$ cat config.mk
export PLATFORM = sky130hd
export DESIGN_NAME = mmp_ram
export DESIGN_NICKNAME = d
export VERILOG_FILES = /design/src/rtl/modular_matrix_power_core_assert.svh /design/src/rtl/mmp_ram.sv
export SDC_FILE = /design/constraint.sdc
export NUM_CORES = 2
export LEC_CHECK = 0
export BUFFER_PORTS_ARGS = -buffer_cell sky130_fd_sc_hd__buf_2
export CORE_AREA = 4 4 383 385
export DETAILED_ROUTE_END_ITERATION = 8
export DIE_AREA = 0 0 387 389
export PLACE_DENSITY = 0.71
export REMOVE_ABC_BUFFERS = 1
export SLEW_MARGIN = 5
export SYNTH_ARGS = -nofsm -noshare
export SYNTH_HDL_FRONTEND = slang
export SYNTH_SLANG_ARGS = --single-unit
$ cat constraint.sdc
create_clock -name clk_i -period 4.5 [get_ports clk_i]
set_clock_uncertainty 0.05 [all_clocks]
set_input_delay 0.675 -clock clk_i [delete_from_list [all_inputs] [get_ports clk_i]]
set_output_delay 0.675 -clock clk_i [all_outputs]
set_load 0.005 [all_outputs]
$ cat src/rtl/modular_matrix_power_core_assert.svh
// assertion macros shared by the modular matrix power core
`ifndef MODULAR_MATRIX_POWER_CORE_ASSERT_SVH
`define MODULAR_MATRIX_POWER_CORE_ASSERT_SVH

// property checked on every rising clock edge outside of reset
`define MMP_ASSERT_AT(lbl, prop, msg) \
  lbl: assert property (@(posedge clk_i) disable iff (!rst_ni) prop) else $error(msg);

// consequence must hold in the cycle after the antecedent
`define MMP_ASSERT_NEXT(lbl, ante, cons, msg) \
  lbl: assert property (@(posedge clk_i) disable iff (!rst_ni) (ante) |=> (cons)) else $error(msg);

`endif

$ cat src/rtl/mmp_ram.sv
// generic single write port ram with registered read
`default_nettype none

module mmp_ram #(
  parameter int unsigned WIDTH = 32,
  parameter int unsigned DEPTH = 64
) (
  input  wire logic                                       clk_i,
  input  wire logic                                       we_i,
  input  wire logic [((DEPTH > 1) ? $clog2(DEPTH) : 1)-1:0] waddr_i,
  input  wire logic [WIDTH-1:0]                           wdata_i,
  input  wire logic [((DEPTH > 1) ? $clog2(DEPTH) : 1)-1:0] raddr_i,
  output logic      [WIDTH-1:0]                           rdata_o
);

  logic [WIDTH-1:0] mem_q [DEPTH];

  always_ff @(posedge clk_i) begin
    if (we_i) begin
      mem_q[waddr_i] <= wdata_i;
    end
    rdata_o <= mem_q[raddr_i];
  end

endmodule

`default_nettype wire

==> reports/metrics.cfg <==
[cts]
cts-buffers-inserted = 197
cts-root-buf = clkbuf_16
cts_hold_buf = 1
clkSinkCount = 2080
cts_buffer_depth = 3
worst_setup_hold_path_clk_slew_ps = 60
h-tree-depth = 4
postCtsSetupBuffers = 0
clk_latency_ps = 820
cts_resized = 0
cts_tree = done

[placement]
portBuffers = 77
dpl_cell_area_sq_um = 82600
post-dp-hpwl_um = 108000
routabilityCongestion = 0.929

[critical_path]
path_class = input port to flip-flop
crit_path_frequent_cell = buf_4
path_cells = buf_8, buf_4, mux4_2, mux2i_1, nor2_1, o32ai_1, buf_4, nor3_1
crit_required_ps = 5100
crit_arrival_ps = 3890
cp_max_fo = 47
max_stage_delay_ps = 830
crit_slowest_cell = o32ai_1
start_kind = input port
setup.worst_path.end_class = flip-flop

[cells_and_area]
drive_above_1_share_pct = 30.4
final_area_sq_um = 88800
syn_to_final_growth_pct = 13.1
layout_common_cells = edfxtp_1, mux4_2, clkbuf_16
multi_input_area_sq_um = 16000
seq_area_sq_um = 62100
final_nets = 3649
final_common_cell = edfxtp_1
fill_cells = 9440

[sta]
final.setup.tns_ps = 0
fmax_ghz = 0.305
maxSlewViolCount = 0
hold_viol = 0
fin_crit_sh_pct = 73.0
max_slew.worst_pin.slew_ps = 1300
rsz0062_at_grt = false
finalSetupViolations = 0
slew_headroom_pct = 13.5
period_minus_slack_ps = 3280

[global_route]
met2_usage_pct = 40.5
overflow = 0
grt_first_pass_wirelength_um = 275000
use_met3_pct = 7.24
grt_pass1_vias = 37750
grt.met1_usage_pct = 35.3
grt_usage_pct = 25.8
grt_max_degree = 78
grt_antenna_before_repair = 19
grt.busiest_layer = met2

[synth]
ys_ff_latch = 2080
ys_seq_area_share_pct = 79.1
yosysTopAreaCellShare_pct = 78.3
yosysUniqueCellTypes = 34
syn_area_sq_um = 78500
postSynthCellCount = 3324
synthTopCellsByArea = edfxtp_1, mux4_2, mux2i_1, dfxtp_1, o22ai_1
synth.avg_cell_area_sq_um = 23.6
synth_top_cell_by_area = edfxtp_1
yosys_warnings = 0

[power]
power_density_nw_per_um2 = 444
max-vdd-ir-drop_uv = 338
p_leak_uw = 0.0277

[floorplan]
core_sq_um = 143000
ios = 78
fp-row-count = 139
die_area_sq_um = 151000
die_w_um = 387
die_h_um = 389
floorplan.initialDensity_pct = 54.9

[detailed_routing]
vias = 37237
drtAntennaViolNets = 0
route.detailed.drc = 0
wire_per_inst_um = 33.9
dr.pass1.iters = 8
routed_wl_um = 193000
drtIter0Drc = 5125
drt-vias-per-instance = 6.56

[outcome]
run_status = finished clean

[run]
max_cap_violations = 0

[worst_hold_path]
hold_path_class = input port to flip-flop

## where the power goes
group	total [uW]	internal [uW]	switching, uW
combinational	2040	748	1290
clock	15800	8930	6920
sequential	21500	21400	92.1
total	39400	31100	8300
## cell families after synthesis
group | Yosys count | share of synthesized area, %
compound gates | 202 | 1.67
buf+inv | 182 | 1.13
flops | 2080 | 79.1
mux | 637 | 16.8
simple gates | 223 | 1.27
## critical path: cells and delay by family
family	cells	cell delay, ps
mux	2	1000
compound gates	1	830
buf+inv	3	1080
simple gates	2	270
## cells in the mapped netlist
library cell  number
a22oi_1           12
nand2_1           26
nand3_1            5
nand4b_1           1
o22ai_1           84
nor3_1             7
nand4_1            2
a31oi_1            1
dfxtp_1           32
or3_1              3
a21oi_1           62
buf_1             21
buf_6              5
mux4_2           544
or3b_1             2
a41o_1             4
nor2_1           137
mux2i_1           93
or3b_2             3
nand2b_1           8
or2_1              1
or2_0              1
buf_4             25
o32ai_1            4
nor2b_1           15
or2_2              1
nand3b_1           5
buf_2             57
o221ai_1          27
and3_1             4
a311oi_1           8
clkbuf_1          74
edfxtp_1        2048
and2_1             2
## registers in the layout, indices dropped and copies added (netlist names)
name,count
mem_q,2048
rdata_o,32
## worst paths after layout
kind,start,endpoint,slack (ps),cells past startpoint
max,raddr_i[0],rdata_o[8],1220,8
min,wdata_i[20],mem_q[49][20],180,1
max reg2reg,mem_q[34][8],rdata_o[8],1630,6
min reg2reg,mem_q[28][20],rdata_o[20],760,4
## per-layer routing
layer	vias up	routed length, um
li1	14857	-
met1	19872	70500
met2	2151	93000
met3	347	21800
met4	10	7150
met5	-	229
## through the flow
step	power, uW	cells	hold WS [ps]	util (%)	setup slack (ps)
floorplan	22700	3142	613	-	767
global placement	23900	5305	717	57.7	551
detailed placement	24000	5305	734	57.7	569
CTS	39600	5667	127	62.0	1410
global route	40600	5670	141	62.0	1210
finish	39400	5680	177	62.1	1220
## area by class of cell
class / count / share of cell area, %
Antenna cell: 12 / 0.0338
Clock buffer: 243 / 5.80
Clock inverter: 118 / 1.12
Multi-Input combinational cell: 1062 / 18.0
Sequential cell: 2080 / 69.9
Tap cell: 1903 / 2.68
Timing Repair Buffer: 262 / 2.45
Power figures use the tool's default switching activity.
